**config.mk**
```make
export PLATFORM = sky130hd
export DESIGN_NAME = dual_color_palette_blend_flat
export DESIGN_NICKNAME = d
export VERILOG_FILES = /design/src/rtl/dcpb_pkg.sv /design/src/rtl/dcpb_if.sv /design/src/rtl/dcpb_ctrl.sv /design/src/rtl/dcpb_datapath.sv /design/src/rtl/dual_color_palette_blend.sv /design/src/flat_wrapper.sv
export SDC_FILE = /design/constraint.sdc
export NUM_CORES = 1
export LEC_CHECK = 0
export ABC_AREA = 0
export BUFFER_PORTS_ARGS = -buffer_cell sky130_fd_sc_hd__buf_2
export CORE_MARGIN = 5
export CORE_UTILIZATION = 45
export CTS_CLUSTER_DIAMETER = 50
export DETAILED_ROUTE_END_ITERATION = 16
export PLACE_DENSITY = 0.69
export RECOVER_POWER = 25
export SYNTH_ARGS = -nofsm -noshare
export SYNTH_HDL_FRONTEND = slang
export SYNTH_SLANG_ARGS = --single-unit
```
**constraint.sdc**
```tcl
create_clock -name clk_i -period 9.9 [get_ports clk_i]
set_input_delay 0.495 -clock clk_i [delete_from_list [all_inputs] [get_ports clk_i]]
set_output_delay 0.495 -clock clk_i [all_outputs]
set_load 0.01 [all_outputs]
```
**src/rtl/dcpb_pkg.sv**
```systemverilog
`default_nettype none
package dcpb_pkg;

  localparam int unsigned ColorW   = 16;
  localparam int unsigned RgbW     = 15;
  localparam int unsigned ChanW    = 5;
  localparam int unsigned IndexW   = 4;
  localparam int unsigned CoeffW   = 5;
  localparam int unsigned WeightW  = 9;
  localparam int unsigned CfgIdxW  = 3;
  localparam int unsigned CfgDataW = 15;
  localparam int unsigned NumChan  = 3;

  localparam logic [CfgIdxW-1:0] CFG_TARGET_A  = 3'd0;
  localparam logic [CfgIdxW-1:0] CFG_COEFF_A   = 3'd1;
  localparam logic [CfgIdxW-1:0] CFG_TARGET_B  = 3'd2;
  localparam logic [CfgIdxW-1:0] CFG_COEFF_B   = 3'd3;
  localparam logic [CfgIdxW-1:0] CFG_MIX_W     = 3'd4;
  localparam logic [CfgIdxW-1:0] CFG_DEFAULT_C = 3'd5;

  typedef enum logic [1:0] {
    K_DROP  = 2'd0,
    K_COPY  = 2'd1,
    K_BLEND = 2'd2
  } kind_e;

  typedef struct packed {
    logic capture;
    logic lerp;
    logic load;
  } cmd_t;

  typedef struct packed {
    logic blend;
  } sts_t;

  function automatic logic [ChanW-1:0] clamp5(input logic signed [15:0] v);
    logic [ChanW-1:0] r;
    if (v < 16'sd0) begin
      r = '0;
    end else if (v > 16'sd31) begin
      r = 5'd31;
    end else begin
      r = v[ChanW-1:0];
    end
    return r;
  endfunction

  // c + floor((t - c) * 2*coeff / 32), saturated to a channel.
  function automatic logic [ChanW-1:0] lerp5(input logic [ChanW-1:0] c,
                                             input logic [ChanW-1:0] t,
                                             input logic [CoeffW-1:0] coeff);
    logic signed [5:0]  diff;
    logic signed [6:0]  cf;
    logic signed [12:0] prod;
    logic signed [12:0] sum;
    diff = $signed({1'b0, t}) - $signed({1'b0, c});
    cf   = $signed({1'b0, coeff, 1'b0});
    prod = 13'(diff) * 13'(cf);
    sum  = 13'($signed({1'b0, c})) + (prod >>> 5);
    return clamp5(16'(sum));
  endfunction

  // v2 + floor((v1 - v2) * w / 256), saturated to a channel.
  function automatic logic [ChanW-1:0] mix5(input logic [ChanW-1:0] v1,
                                            input logic [ChanW-1:0] v2,
                                            input logic [WeightW-1:0] w);
    logic signed [5:0]  diff;
    logic signed [9:0]  ws;
    logic signed [15:0] prod;
    logic signed [15:0] sum;
    diff = $signed({1'b0, v1}) - $signed({1'b0, v2});
    ws   = $signed({1'b0, w});
    prod = 16'(diff) * 16'(ws);
    sum  = 16'($signed({1'b0, v2})) + (prod >>> 8);
    return clamp5(sum);
  endfunction

endpackage
`default_nettype wire

```
**src/rtl/dcpb_if.sv**
```systemverilog
`default_nettype none
interface dcpb_in_if;
  logic                           valid;
  logic                           ready;
  logic [dcpb_pkg::ColorW-1:0]    color_in;
  logic [dcpb_pkg::IndexW-1:0]    entry_index;
  logic                           selected;

  modport source (output valid, output color_in, output entry_index, output selected,
                  input ready);
  modport sink (input valid, input color_in, input entry_index, input selected,
                output ready);
endinterface

interface dcpb_out_if;
  logic                        valid;
  logic                        ready;
  logic [dcpb_pkg::ColorW-1:0] color_out;
  logic                        write_enable;

  modport source (output valid, output color_out, output write_enable, input ready);
  modport sink (input valid, input color_out, input write_enable, output ready);
endinterface
`default_nettype wire

```
**src/rtl/dcpb_ctrl.sv**
```systemverilog
`default_nettype none
module dcpb_ctrl (
  input  wire logic           clk_i,
  input  wire logic           rst_ni,
  input  wire logic           in_valid_i,
  output logic                in_ready_o,
  output logic                out_valid_o,
  input  wire logic           out_ready_i,
  input  wire dcpb_pkg::sts_t sts_i,
  output dcpb_pkg::cmd_t      cmd_o
);

  typedef enum logic [2:0] {
    S_IDLE = 3'b001,
    S_WORK = 3'b010,
    S_MIX  = 3'b100
  } state_e;

  state_e state_q, state_d;
  logic   out_valid_q, out_valid_d;
  logic   slot_free;

  // The output register is free when empty or when its beat leaves now.
  assign slot_free  = !out_valid_q || out_ready_i;
  assign in_ready_o = (state_q == S_IDLE);
  assign out_valid_o = out_valid_q;

  always_comb begin
    state_d     = state_q;
    cmd_o       = '0;
    cmd_o.capture = in_valid_i && (state_q == S_IDLE);
    case (state_q)
      S_IDLE: begin
        if (in_valid_i) begin
          state_d = S_WORK;
        end
      end
      S_WORK: begin
        if (sts_i.blend) begin
          cmd_o.lerp = 1'b1;
          state_d    = S_MIX;
        end else if (slot_free) begin
          cmd_o.load = 1'b1;
          state_d    = S_IDLE;
        end
      end
      S_MIX: begin
        if (slot_free) begin
          cmd_o.load = 1'b1;
          state_d    = S_IDLE;
        end
      end
      default: begin
        state_d = S_IDLE;
      end
    endcase
  end

  always_comb begin
    out_valid_d = out_valid_q;
    if (out_ready_i) begin
      out_valid_d = 1'b0;
    end
    if (cmd_o.load) begin
      out_valid_d = 1'b1;
    end
  end

  always_ff @(posedge clk_i or negedge rst_ni) begin
    if (!rst_ni) begin
      state_q     <= S_IDLE;
      out_valid_q <= 1'b0;
    end else begin
      state_q     <= state_d;
      out_valid_q <= out_valid_d;
    end
  end

endmodule
`default_nettype wire

```
**src/rtl/dcpb_datapath.sv**
```systemverilog
`default_nettype none
module dcpb_datapath #(
  parameter int unsigned PALETTE_ENTRIES = 16
) (
  input  wire logic                              clk_i,
  input  wire logic                              rst_ni,
  input  wire logic                              cfg_we_i,
  input  wire logic [dcpb_pkg::CfgIdxW-1:0]      cfg_index_i,
  input  wire logic [dcpb_pkg::CfgDataW-1:0]     cfg_data_i,
  input  wire logic [dcpb_pkg::ColorW-1:0]       color_in_i,
  input  wire logic [dcpb_pkg::IndexW-1:0]       entry_index_i,
  input  wire logic                              selected_i,
  input  wire dcpb_pkg::cmd_t                    cmd_i,
  output dcpb_pkg::sts_t                         sts_o,
  output logic [dcpb_pkg::ColorW-1:0]            color_out_o,
  output logic                                   write_enable_o
);

  localparam int unsigned CW = dcpb_pkg::ChanW;
  localparam logic [8:0] EntriesLim = 9'(PALETTE_ENTRIES);

  logic [dcpb_pkg::RgbW-1:0]    target_a_q, target_b_q, default_q;
  logic [dcpb_pkg::CoeffW-1:0]  coeff_a_q, coeff_b_q;
  logic [dcpb_pkg::WeightW-1:0] mix_w_q;

  logic [dcpb_pkg::RgbW-1:0]    alt_color_q;
  logic                         alt_valid_q;

  logic [dcpb_pkg::ColorW-1:0]  color_q;
  dcpb_pkg::kind_e              kind_q, kind_d;

  logic [dcpb_pkg::RgbW-1:0]    v1_q, v2_q, v1_d, v2_d;
  logic [dcpb_pkg::RgbW-1:0]    ta, tb, mixed;
  logic [dcpb_pkg::ColorW-1:0]  color_out_q, color_out_d;
  logic                         we_q, we_d;

  always_ff @(posedge clk_i or negedge rst_ni) begin
    if (!rst_ni) begin
      target_a_q <= '0;
      coeff_a_q  <= '0;
      target_b_q <= '0;
      coeff_b_q  <= '0;
      mix_w_q    <= '0;
      default_q  <= '0;
    end else if (cfg_we_i) begin
      case (cfg_index_i)
        dcpb_pkg::CFG_TARGET_A:  target_a_q <= cfg_data_i;
        dcpb_pkg::CFG_COEFF_A:   coeff_a_q  <= cfg_data_i[dcpb_pkg::CoeffW-1:0];
        dcpb_pkg::CFG_TARGET_B:  target_b_q <= cfg_data_i;
        dcpb_pkg::CFG_COEFF_B:   coeff_b_q  <= cfg_data_i[dcpb_pkg::CoeffW-1:0];
        dcpb_pkg::CFG_MIX_W:     mix_w_q    <= cfg_data_i[dcpb_pkg::WeightW-1:0];
        dcpb_pkg::CFG_DEFAULT_C: default_q  <= cfg_data_i;
        default: ;
      endcase
    end
  end

  always_comb begin
    if (!selected_i || ({5'd0, entry_index_i} >= EntriesLim)) begin
      kind_d = dcpb_pkg::K_DROP;
    end else if (entry_index_i == '0) begin
      kind_d = dcpb_pkg::K_COPY;
    end else begin
      kind_d = dcpb_pkg::K_BLEND;
    end
  end

  // The alternate color is latched at capture; a blended entry is never
  // entry 0, so its own capture leaves the alternate color untouched.
  always_ff @(posedge clk_i or negedge rst_ni) begin
    if (!rst_ni) begin
      alt_color_q <= '0;
      alt_valid_q <= 1'b0;
    end else if (cmd_i.capture && (kind_d == dcpb_pkg::K_COPY)) begin
      if (color_in_i[dcpb_pkg::ColorW-1]) begin
        alt_color_q <= color_in_i[dcpb_pkg::RgbW-1:0];
        alt_valid_q <= 1'b1;
      end else begin
        alt_valid_q <= 1'b0;
      end
    end
  end

  always_ff @(posedge clk_i) begin
    if (cmd_i.capture) begin
      color_q <= color_in_i;
      kind_q  <= kind_d;
    end
  end

  assign sts_o.blend = (kind_q == dcpb_pkg::K_BLEND);

  always_comb begin
    if (color_q[dcpb_pkg::ColorW-1]) begin
      ta = alt_valid_q ? alt_color_q : default_q;
      tb = ta;
    end else begin
      ta = target_a_q;
      tb = target_b_q;
    end
    for (int k = 0; k < dcpb_pkg::NumChan; k++) begin
      v1_d[CW*k +: CW] = dcpb_pkg::lerp5(color_q[CW*k +: CW], ta[CW*k +: CW], coeff_a_q);
      v2_d[CW*k +: CW] = dcpb_pkg::lerp5(color_q[CW*k +: CW], tb[CW*k +: CW], coeff_b_q);
    end
  end

  always_ff @(posedge clk_i) begin
    if (cmd_i.lerp) begin
      v1_q <= v1_d;
      v2_q <= v2_d;
    end
  end

  always_comb begin
    for (int k = 0; k < dcpb_pkg::NumChan; k++) begin
      mixed[CW*k +: CW] = dcpb_pkg::mix5(v1_q[CW*k +: CW], v2_q[CW*k +: CW], mix_w_q);
    end
    case (kind_q)
      dcpb_pkg::K_COPY: begin
        color_out_d = color_q;
        we_d        = 1'b1;
      end
      dcpb_pkg::K_BLEND: begin
        color_out_d = {1'b0, mixed};
        we_d        = 1'b1;
      end
      default: begin
        color_out_d = '0;
        we_d        = 1'b0;
      end
    endcase
  end

  always_ff @(posedge clk_i) begin
    if (cmd_i.load) begin
      color_out_q <= color_out_d;
      we_q        <= we_d;
    end
  end

  assign color_out_o    = color_out_q;
  assign write_enable_o = we_q;

endmodule
`default_nettype wire

```
**src/rtl/dual_color_palette_blend.sv**
```systemverilog
`default_nettype none
// Channel  Dir  Beat fields
// in_i     in   color_in[16], entry_index[4], selected[1]
// out_o    out  color_out[16], write_enable[1]
// cfg      in   cfg_we_i, cfg_index_i[3], cfg_data_i[15] (write only)
//
// A blended entry passes through capture, the lerp stage and the mix stage to
// its result in the output register. Entry 0 and dropped entries skip the lerp
// stage. One entry is in flight at a time; the controller sequences it.
// Reset clears the configuration registers, the alternate color and control.
// A stalled output holds its beat; the next input beat is still taken, and the
// controller waits in its final state until the output register frees up.
module dual_color_palette_blend #(
  parameter int unsigned PALETTE_ENTRIES = 16
) (
  input  wire logic                          clk_i,
  input  wire logic                          rst_ni,
  input  wire logic                          cfg_we_i,
  input  wire logic [dcpb_pkg::CfgIdxW-1:0]  cfg_index_i,
  input  wire logic [dcpb_pkg::CfgDataW-1:0] cfg_data_i,
  dcpb_in_if.sink                            in_i,
  dcpb_out_if.source                         out_o
);

  dcpb_pkg::cmd_t cmd;
  dcpb_pkg::sts_t sts;

  dcpb_ctrl u_ctrl (
    .clk_i       (clk_i),
    .rst_ni      (rst_ni),
    .in_valid_i  (in_i.valid),
    .in_ready_o  (in_i.ready),
    .out_valid_o (out_o.valid),
    .out_ready_i (out_o.ready),
    .sts_i       (sts),
    .cmd_o       (cmd)
  );

  dcpb_datapath #(
    .PALETTE_ENTRIES (PALETTE_ENTRIES)
  ) u_datapath (
    .clk_i          (clk_i),
    .rst_ni         (rst_ni),
    .cfg_we_i       (cfg_we_i),
    .cfg_index_i    (cfg_index_i),
    .cfg_data_i     (cfg_data_i),
    .color_in_i     (in_i.color_in),
    .entry_index_i  (in_i.entry_index),
    .selected_i     (in_i.selected),
    .cmd_i          (cmd),
    .sts_o          (sts),
    .color_out_o    (out_o.color_out),
    .write_enable_o (out_o.write_enable)
  );

  a_one_in_flight: assert property (@(posedge clk_i) disable iff (!rst_ni)
    (in_i.valid && in_i.ready) |=> !in_i.ready)
    else $error("input taken while an entry is in flight");

  a_result_follows_work: assert property (@(posedge clk_i) disable iff (!rst_ni)
    $rose(out_o.valid) |-> $past(!in_i.ready))
    else $error("result appeared without an entry in flight");

  a_drop_is_zero: assert property (@(posedge clk_i) disable iff (!rst_ni)
    (out_o.valid && !out_o.write_enable) |-> (out_o.color_out == '0))
    else $error("unwritten entry carries a nonzero color");

  a_load_needs_slot: assert property (@(posedge clk_i) disable iff (!rst_ni)
    cmd.load |-> (!out_o.valid || out_o.ready))
    else $error("output register overwritten while its beat waits");

endmodule
`default_nettype wire

```
**src/flat_wrapper.sv**
```systemverilog
// flat-port wrapper written by rule: the top's interface ports become plain ports
module dual_color_palette_blend_flat 
#(
  parameter int unsigned PALETTE_ENTRIES = 16
)
  (clk_i, rst_ni, cfg_we_i, cfg_index_i, cfg_data_i, in_i_valid, in_i_color_in, in_i_entry_index, in_i_selected, in_i_ready, out_o_valid, out_o_color_out, out_o_write_enable, out_o_ready);
  dcpb_in_if in_i_i ();
  dcpb_out_if out_o_i ();
  input  wire logic clk_i;
  input  wire logic rst_ni;
  input  wire logic cfg_we_i;
  input  wire logic [dcpb_pkg::CfgIdxW-1:0] cfg_index_i;
  input  wire logic [dcpb_pkg::CfgDataW-1:0] cfg_data_i;
  input wire logic [$bits(in_i_i.valid)-1:0] in_i_valid;
  input wire logic [$bits(in_i_i.color_in)-1:0] in_i_color_in;
  input wire logic [$bits(in_i_i.entry_index)-1:0] in_i_entry_index;
  input wire logic [$bits(in_i_i.selected)-1:0] in_i_selected;
  output wire logic [$bits(in_i_i.ready)-1:0] in_i_ready;
  output wire logic [$bits(out_o_i.valid)-1:0] out_o_valid;
  output wire logic [$bits(out_o_i.color_out)-1:0] out_o_color_out;
  output wire logic [$bits(out_o_i.write_enable)-1:0] out_o_write_enable;
  input wire logic [$bits(out_o_i.ready)-1:0] out_o_ready;
  assign in_i_i.valid = in_i_valid;
  assign in_i_i.color_in = in_i_color_in;
  assign in_i_i.entry_index = in_i_entry_index;
  assign in_i_i.selected = in_i_selected;
  assign in_i_ready = in_i_i.ready;
  assign out_o_valid = out_o_i.valid;
  assign out_o_color_out = out_o_i.color_out;
  assign out_o_write_enable = out_o_i.write_enable;
  assign out_o_i.ready = out_o_ready;
  dual_color_palette_blend #(.PALETTE_ENTRIES(PALETTE_ENTRIES)) u_core (.clk_i(clk_i), .rst_ni(rst_ni), .cfg_we_i(cfg_we_i), .cfg_index_i(cfg_index_i), .cfg_data_i(cfg_data_i), .in_i(in_i_i), .out_o(out_o_i));
endmodule
```
Word level (Yosys, flattened, before mapping)
Cells that the tools add are included.
{ "word_totals": {"word_cells": 123, "regBits": 149} }
{ "classes": {"multipliers": 9, "reduce_logical": 15, "mux": 31, "n_eq_ne": 12, "add_sub_neg": 18, "order_cmp": 18} }
{ "op_table": {"columns": ["cell", "n"], "rows": [
  ["6-bit by 8-bit adder with 9-bit output", 9],
  ["9-bit by 6-bit greater-than comparator with 1-bit output (second input constant)", 9],
  ["9-bit by 1-bit less-than comparator with 1-bit output (second input constant)", 9],
  ["6-bit by 6-bit multiplier with 12-bit output", 6],
  ["5-bit 2-to-1 mux", 12],
  ["5-bit by 5-bit subtractor with 6-bit output", 9],
  ["6-bit by 10-bit multiplier with 16-bit output", 3],
  ["15-bit 2-to-1 mux", 3],
  ["16-bit one-hot mux with 2 select lines", 1],
  ["2-bit AND reduction", 7],
  ["3-bit by 2-bit equality test with 1-bit output (second input constant)", 3],
  ["3-bit equality test (second input constant)", 3],
  ["3-bit 2-to-1 mux", 3],
  ["3-bit one-hot mux with 3 select lines", 1],
  ["1-bit 2-to-1 mux", 8],
  ["3-bit by 1-bit equality test with 1-bit output (second input constant)", 2],
  ["2-bit by 1-bit equality test with 1-bit output (second input constant)", 2],
  ["4-bit logical NOT", 1],
  ["2-bit 2-to-1 mux", 2],
  ["3-bit logical NOT", 1],
  ["2-bit equality test (second input constant)", 1],
  ["1-bit logical AND", 2],
  ["2-bit inequality test (second input constant)", 1],
  ["1-bit one-hot mux with 2 select lines", 1],
  ["other kinds (4)", 4]
]} }

Depth between registers and ports, before layout
Gate-level depths: netlist of the first run.
{ "logic_depth": {"word_depth": 7, "ltp_mapped": 33, "mapped_depth_nobuf": 32} }

Cells and area by module
A second synthesis of the first run with hierarchy kept.
{ "unflattened": {"hier_cells": 2171, "hier_area_um2": 21001.4} }
{ "by_module_without_submodules": {"columns": ["mod", "area_per_inst_um2", "seq_area_each_um2", "cells_per_inst", "n_inst"], "rows": [
  ["dcpb_datapath", 20762.4, 3953.8, 2148, 1],
  ["dcpb_ctrl", 239.0, 101.3, 23, 1]
]} }

Least setup slack after synthesis of the first run
OpenSTA, ideal clock, no wires.
{ "synth_timing": {"kind": "flip-flop to flip-flop", "from": "register u_core.u_datapath.v2_q[1] (netlist bit)", "to": "register u_core.u_datapath.color_out_q, in the netlist u_core.u_datapath.color_out_o[0], data pin", "slack_ns": 3.114, "period_less_slack_ns": 6.786, "arrival_ns": 6.506, "setup_ns": 0.280, "n_path_buf": 1, "path_stages_with_launch": 31, "t_required_ns": 9.620, "cell_sequence": "edfxtp_1 -> inv_1 -> ha_1 -> a21oi_1 -> o21ai_0 -> a21o_1 -> a21o_1 -> clkbuf_1 -> or2_2 -> fa_1 -> fa_1 -> inv_1 -> fa_1 -> fa_1 -> ha_1 -> nand4b_1 -> nor2_1 -> o21ai_0 -> nand2b_1 -> a21oi_1 -> xnor2_1 -> ha_1 -> fa_1 -> a21o_1 -> a21oi_1 -> nor2b_1 -> nor4bb_1 -> nand3_1 -> a22oi_1 -> a31o_2 -> a221oi_2"} }
{ "synth_via": {"elab_chain_cells": 7, "word_cells_on_any_way": 8, "classes_between": "add/sub: 2; mul: 1; order compare: 2; mux: 3"} }
{ "synth_rtl": {"columns": ["element", "line", "text"], "rows": [
  ["start: declaration", "dcpb_datapath.sv:32", "logic [dcpb_pkg::RgbW-1:0] v1_q, v2_q, v1_d, v2_d;"],
  ["start signal: assignment", "dcpb_datapath.sv:110", "v2_q <= v2_d;"],
  ["5-bit by 5-bit subtractor with 6-bit output", "dcpb_pkg.sv:72", "diff = $signed({1'b0, v1}) - $signed({1'b0, v2});"],
  ["6-bit by 10-bit multiplier with 16-bit output", "dcpb_pkg.sv:74", "prod = 16'(diff) * 16'(ws);"],
  ["6-bit by 8-bit adder with 9-bit output *", "dcpb_pkg.sv:75", "sum = 16'($signed({1'b0, v2})) + (prod >>> 8);"],
  ["9-bit by 6-bit greater-than comparator with 1-bit output", "dcpb_pkg.sv:41", "end else if (v > 16'sd31) begin"],
  ["5-bit 2-to-1 mux", "dcpb_pkg.sv:41", null],
  ["5-bit 2-to-1 mux *", "dcpb_pkg.sv:39", "if (v < 16'sd0) begin"],
  ["16-bit one-hot mux with 2 select lines *", "dcpb_datapath.sv:118", "case (kind_q)"],
  ["via u_core.u_datapath.color_out_d (one bit)", "dcpb_datapath.sv:34", "logic [dcpb_pkg::ColorW-1:0] color_out_q, color_out_d;"],
  ["end signal: assignment", "dcpb_datapath.sv:136", "color_out_q <= color_out_d;"],
  ["end: declaration", "dcpb_datapath.sv:34", null]
]} }
The timed path passes the listed nets; every way through them passes the cells marked *.
A chain may end at the register's enable or synchronous reset.

Worst setup path after layout of the first run
Ends and elaborated chain as after synthesis.

==> results_dict.tcl, run 1 <==
set metrics [dict create \
    crit_path_end_kind "flip-flop" \
    nets 2797 \
    crit_end "u_core.u_datapath.color_out_o[0]" \
    drv_cap 1 \
    clock.fmax_mhz 138 \
    yosys_register_bits 149 \
    synth_area_leaders "fa_1, ha_1, dfrtp_1" \
    synth.most_common_cell "inv_1" \
    gp_congestion 0.875 \
    clock_sinks 149 \
    startpoint "u_core.u_datapath.v2_q[1]" \
    die_w_um 227 \
    numPlacedInstances 2825 \
    r2r-end "u_core.u_datapath.color_out_o[0]" \
    skew_ns 0.0125 \
    cts_buffers 17 \
    start_util_pct 45.6 \
    slowest_delay_ns 0.55 \
    synth.top_cells.by_count "inv_1, ha_1, fa_1" \
    die_h_um 227 \
    synth_top_area_cell "fa_1" \
    gr-total-overflow 0 \
    hold_ws_ns 0.231 \
    drtIter0Drc 687 \
    slew_viol_final 31 \
    ios 63 \
    rsz0062_at_grt "false" \
    dp.final_hpwl_um 39400 \
    critPathSlowestCell "fa_1" \
    grt_pass1_vias 16400 \
    final_cells 2858 \
    ff2ff_path_depth 29 \
    rrSetupSlack_ns 2.67 \
    hp-class "input pin to flip-flop" \
    wl_per_cell_um 16.9 \
    die_area_sq_mm 0.0517 \
    cts_root_buffer "clkbuf_16" \
    antenna_found_initial 0 \
    clockBufferDepth 2 \
    fin_crit_sh_pct 73.0 \
    ys_async_sr_fraction_pct 56.4 \
    antenna_cells 0 \
    worstPathArrival_ns 7.40 \
    final.setup.tns_ns 0 \
    setup_viol 0 \
    start_kind "flip-flop" \
    portBuffers 62 \
    path_class "flip-flop to flip-flop" \
    cts_tree "done" \
    drtAntennaViolNets 0 \
    path_clk_slew_ns 0.08 \
    path_common_cell "fa_1" \
    h-tree-depth 4 \
    path_max_fanout 10 \
    drc_errors 0 \
    relSlewSlack_pct -33.0 \
    drt_pass1_iterations 5 \
    max_slew.worst_pin.slew_ns 2.00 \
    critPathRequiredTime_ns 10.07 \
    syn_nets 2750 \
    grt_usage_pct 19.4 \
    synth_ff_type "dfrtp_1" \
    wirelength_um 48300 \
    post-route-min-period_ns 7.23 \
    grt_max_degree 56 \
    synth_area_per_cell_sq_um 9.71 \
    rr_startpoint "u_core.u_datapath.v2_q[1]" \
    core_sq_mm 0.0467 \
    clkLatencyLatePin_ns 0.45 \
    status "complete, but fails checks" \
    syn2layout_area_growth_pct 7.53 \
    final_hold_viol_count 0 \
    yosysSeqAreaShare_pct 19.1 \
    grt_pass1_wl_um 81400 \
    yosys.area.top_type_share_pct 20.3 \
    drive_above_1_share_pct 9.37 \
    synth_area_sq_mm 0.0213 \
    postCtsSetupBuffers 0 \
    synth_enable_flop_cells 65 \
    syn_inst 2191 \
    routed_via_density 5.41 \
    ys_types 69 \
    row_count 79 \
    via_count 15500 \
    violations "capacitance limit, slew limit" \
    synth_warnings 0 \
]
registers in the layout, indices dropped and copies added, names as in the netlist, 9 cells and up:
| name | cells |
|---|---|
| u_core.u_datapath.mix_w_q | 9 |
| u_core.u_datapath.alt_color_q | 15 |
| u_core.u_datapath.color_out_o | 16 |
| u_core.u_datapath.target_a_q | 15 |
| u_core.u_datapath.target_b_q | 15 |
| u_core.u_datapath.default_q | 15 |
| u_core.u_datapath.v1_q | 15 |
| u_core.u_datapath.v2_q | 15 |
| u_core.u_datapath.color_q | 16 |
cell families (layout without fill, tap and decap cells):
group                    count (synthesis)  count (layout)  share of synthesized area, %
AND/OR/NAND/NOR                        546             546                          13.2
adder cells (fa/ha/maj)                515             515                          37.9
AO/OA/AOI/OAI                          389             389                          13.1
buffers and inverters                  371             431                          6.57
flip-flops                             149             149                          19.1
XOR/XNOR                               123             123                          5.10
multiplexers                            98              98                          5.10
cells in the final DEF, fill, tap and decap left out, types with 46 or more instances in the layout:
master / n
fa_1: 216
nand2_1: 172
xnor2_1: 75
and2_1: 154
dfrtp_1: 83
a21oi_1: 92
xor2_1: 47
mux2_2: 79
nor2_1: 74
a21o_1: 61
ha_1: 299
nor2b_1: 46
inv_1: 325
a211oi_1: 57
buf_2: 48
edfxtp_1: 65
metrics by stage:
stage,area [sq um],worst slack [ns],utilization (%)
finish,22900,2.67,49.1
global route,22900,1.98,49.1
CTS,22900,2.70,49.1
detailed placement,22300,2.72,47.8
global placement,22300,2.83,47.8
floorplan,21300,3.11,-
area by class of cell:
cell class                 count  area [sq um]
sequential                   149          4060
multi-input combinational   1671         15900
fill                        4263         23800
clock inverter                15           186
tap                          607           759
inverter                     325          1220
clock buffer                  17           425
timing repair buffer          74           374
worst min-delay path by stage:
| stage | from | slack, ns | endpoint | cells past startpoint |
|---|---|---|---|---|
| global placement | rst_ni | 0.47 | u_core.u_datapath.default_q[9] | 1 |
| CTS | in_i_color_in[12] | 0.21 | u_core.u_datapath.color_q[12] | 1 |
| detailed placement | rst_ni | 0.47 | u_core.u_datapath.default_q[9] | 1 |
| global route | in_i_color_in[12] | 0.21 | u_core.u_datapath.color_q[12] | 1 |
| floorplan | rst_ni | 0.20 | u_core.u_ctrl.out_valid_o | 0 |
| finish | in_i_color_in[12] | 0.23 | u_core.u_datapath.color_q[12] | 1 |
layer usage:
layer	wire length, um	up-vias	GRT usage [%]
met4	1200	0	6.00
li1	-	7460	-
met3	1450	62	2.24
met1	21600	7708	25.5
met2	24100	228	33.8
met5	0	-	0
critical path: cells and delay by family, from the launching register on:
kind	cells	cell delay, ns
xor gates and xnor gates	1	0.12
DFF	1	0.44
AOI/OAI and AO/OA	11	1.96
buffers and inverters	2	0.17
adders and majority gates	8	3.18
and+or+nand+nor	7	1.07
what timing repair did:
action                    CTS  global route
hold endpoints to repair   18             0
resized for setup           0             0
hold buffers                1             0
Power of run 1 is not shown: default switching activity piles up to over one toggle a cycle in this logic, so the estimate is an artifact.
==> run 2: changes to the inputs <==
- ABC_AREA: 0 -> 1
- clock period: 9.9 -> 7.19 ns (I/O delays scaled with it)
==> run 2 against run 1 <==
Effect of this change:
- the run still ends with capacitance limit, slew limit left
- register-to-register slack got worse by 2.2 ns
- sequential share of layout area is 0.54 points lower
- wire length rose by 16%
- via count is 18% higher
- final area increased by 3.2%
- die area increased by 3.0%
- global-route usage is 1.9 points higher
- critical path depth is 6 higher
- clock skew shrank 0.0018 ns
==> results_dict.tcl, run 2 <==
set metrics [dict create \
    ys_async_sr_fraction_pct 56.4 \
    rsz0062_at_grt "false" \
    drtAntennaViolNets 0 \
    fin_util_pct 48.6 \
    grt_pass1_vias 18400 \
    drc_errors 0 \
    synth_area_sq_mm 0.0220 \
    synth_area_leaders "fa_1, ha_1, nand2_1" \
    cts_buffers 17 \
    syn_inst 2816 \
    crit_path_end_kind "flip-flop" \
    start_util_pct 45.1 \
    synth_top_area_cell "fa_1" \
    synth.most_common_cell "nand2_1" \
    row_count 81 \
    slowest_delay_ns 0.55 \
    gp_congestion 0.924 \
    wirelength_um 56000 \
    clockBufferDepth 2 \
    nets 3430 \
    fin_crit_sh_pct 93.9 \
    die_w_um 231 \
    gr-total-overflow 0 \
    max_slew.worst_pin.slew_ns 1.79 \
    ios 63 \
    crit_family "adder cells" \
    die_area_sq_mm 0.0533 \
    drtIter0Drc 1245 \
    hp-class "input pin to flip-flop" \
    critPathRequiredTime_ns 7.37 \
    violations "capacitance limit, slew limit" \
    synth_ff_type "dfrtp_1" \
    path_max_fanout 12 \
    ys_types 49 \
    setup_viol 0 \
    path_clk_slew_ns 0.06 \
    critPathSlowestCell "fa_1" \
    synth_warnings 0 \
    h-tree-depth 4 \
    final_cell_mix "nand2_1, inv_1, ha_1" \
    grt_pass1_wl_um 92400 \
    final.setup.tns_ns 0 \
    yosys_register_bits 149 \
    drive_above_1_share_pct 6.55 \
    clock.fmax_mhz 148 \
    worstPathArrival_ns 6.93 \
    final_common_cell "nand2_1" \
    syn_nets 3375 \
    yosysSeqAreaShare_pct 18.5 \
    synth.top_cells.by_count "nand2_1, inv_1, ha_1" \
    clkLatencyLatePin_ns 0.43 \
    routed_via_density 5.19 \
    cts_root_buffer "clkbuf_16" \
    status "complete, but fails checks" \
    relSlewSlack_pct -19.4 \
    yosys.area.top_type_share_pct 19.7 \
    final_hold_viol_count 0 \
    synth_enable_flop_cells 65 \
    dp.final_hpwl_um 47000 \
    drt_pass1_iterations 5 \
    synth_area_per_cell_sq_um 7.80 \
    post-route-min-period_ns 6.75 \
    drv_cap 2 \
    path_common_cell "nor2_1" \
    die_h_um 231 \
    via_count 18200 \
    cts_tree "done" \
    portBuffers 62 \
    skew_ns 0.0107 \
    wl_per_cell_um 16.0 \
    clock_sinks 149 \
    path_class "flip-flop to flip-flop" \
    crit_buf_inv 7 \
    core_sq_mm 0.0486 \
    start_kind "flip-flop" \
    antenna_found_initial 0 \
    syn2layout_area_growth_pct 7.56 \
    grt_max_degree 56 \
    grt_usage_pct 21.3 \
    slew_viol_final 62 \
    antenna_cells 0 \
]
==> run 2: cell types whose count changed in the layout (fill, tap and decap cells not counted), sizes merged, moves of 79 or more <==
cell and change:
and2 -160, inv +259, nand2 +450, nand3 +113, nor2 +205, o21ai +79
==> run 2: logic make-up after synthesis <==
kind of cell / Yosys count / share of synthesized area [%]
AO/OA/AOI/OAI: 314 / 8.05
multiplexers: 15 / 0.769
adder cells (fa/ha/maj): 515 / 36.7
AND/OR/NAND/NOR: 1071 / 20.3
flip-flops: 149 / 18.5
buffers and inverters: 635 / 11.0
XOR/XNOR: 117 / 4.67
==> run 2: stage by stage <==
step	std cells	setup slack, ns	area (sq um)	hold WS [ns]
4_1_cts	3502	0.0900	23600	0.147
3_3_place_gp	3469	0.214	23000	0.316
6_report	3506	0.441	23600	0.214
3_5_place_dp	3469	0.0867	23000	0.317
2_1_floorplan	2816	0.888	22000	0.0639
5_1_grt	3506	0.00446	23600	0.195
==> run 2: per-layer routing <==
| metal | global-route usage [%] | part of all wire (%) | wire [um] |
|---|---|---|---|
| met5 | 0 | 0 | 0 |
| met3 | 3.07 | 6.0 | 3350 |
| met4 | 4.57 | 1.7 | 955 |
| met1 | 28.4 | 44 | 24900 |
| met2 | 37.0 | 48 | 26800 |
==> run 2: what timing repair did <==
item                                    in CTS  in global routing
endpoints found under the setup margin       0                 42
hold buffers                                 1                  0
setup buffers                                0                  4
gates resized for setup                      0                 18
hold endpoints to repair                    28                  0
==> run 2: final timing paths <==
check	start	to	slack, ns	depth (start not counted)
min in group asynchronous	rst_ni	u_core.u_ctrl.state_q[2]	0.95	2
max	u_core.u_datapath.alt_valid_q	u_core.u_datapath.v1_q[14]	0.44	35
min reg2reg	u_core.u_datapath.target_a_q[9]	u_core.u_datapath.target_a_q[9]	0.49	2
min	in_i_color_in[5]	u_core.u_datapath.color_q[5]	0.21	1
max reg2reg	u_core.u_datapath.alt_valid_q	u_core.u_datapath.v1_q[14]	0.44	35
max in group asynchronous	rst_ni	u_core.u_datapath.coeff_a_q[0]	4.64	3
==> run 2: cell type report <==
cell class,instances,area (sq um)
fill,4750,25000
multi-input combinational,2032,15500
sequential,149,4060
inverter,589,2220
tap,622,778
timing repair buffer,82,437
clock buffer,18,429
clock inverter,14,174
==> run 2: worst register-to-register path: cells and delay by family (launching register included) <==
kind                     cells  cell delay [ns]
adder cells (fa/ha/maj)      7             2.77
AND/OR/NAND/NOR             13             1.30
AO/OA/AOI/OAI                6             0.96
buffers and inverters        7             0.54
XOR/XNOR                     2             0.49
flip-flops                   1             0.46
Power of run 2 is left out for the same reason.
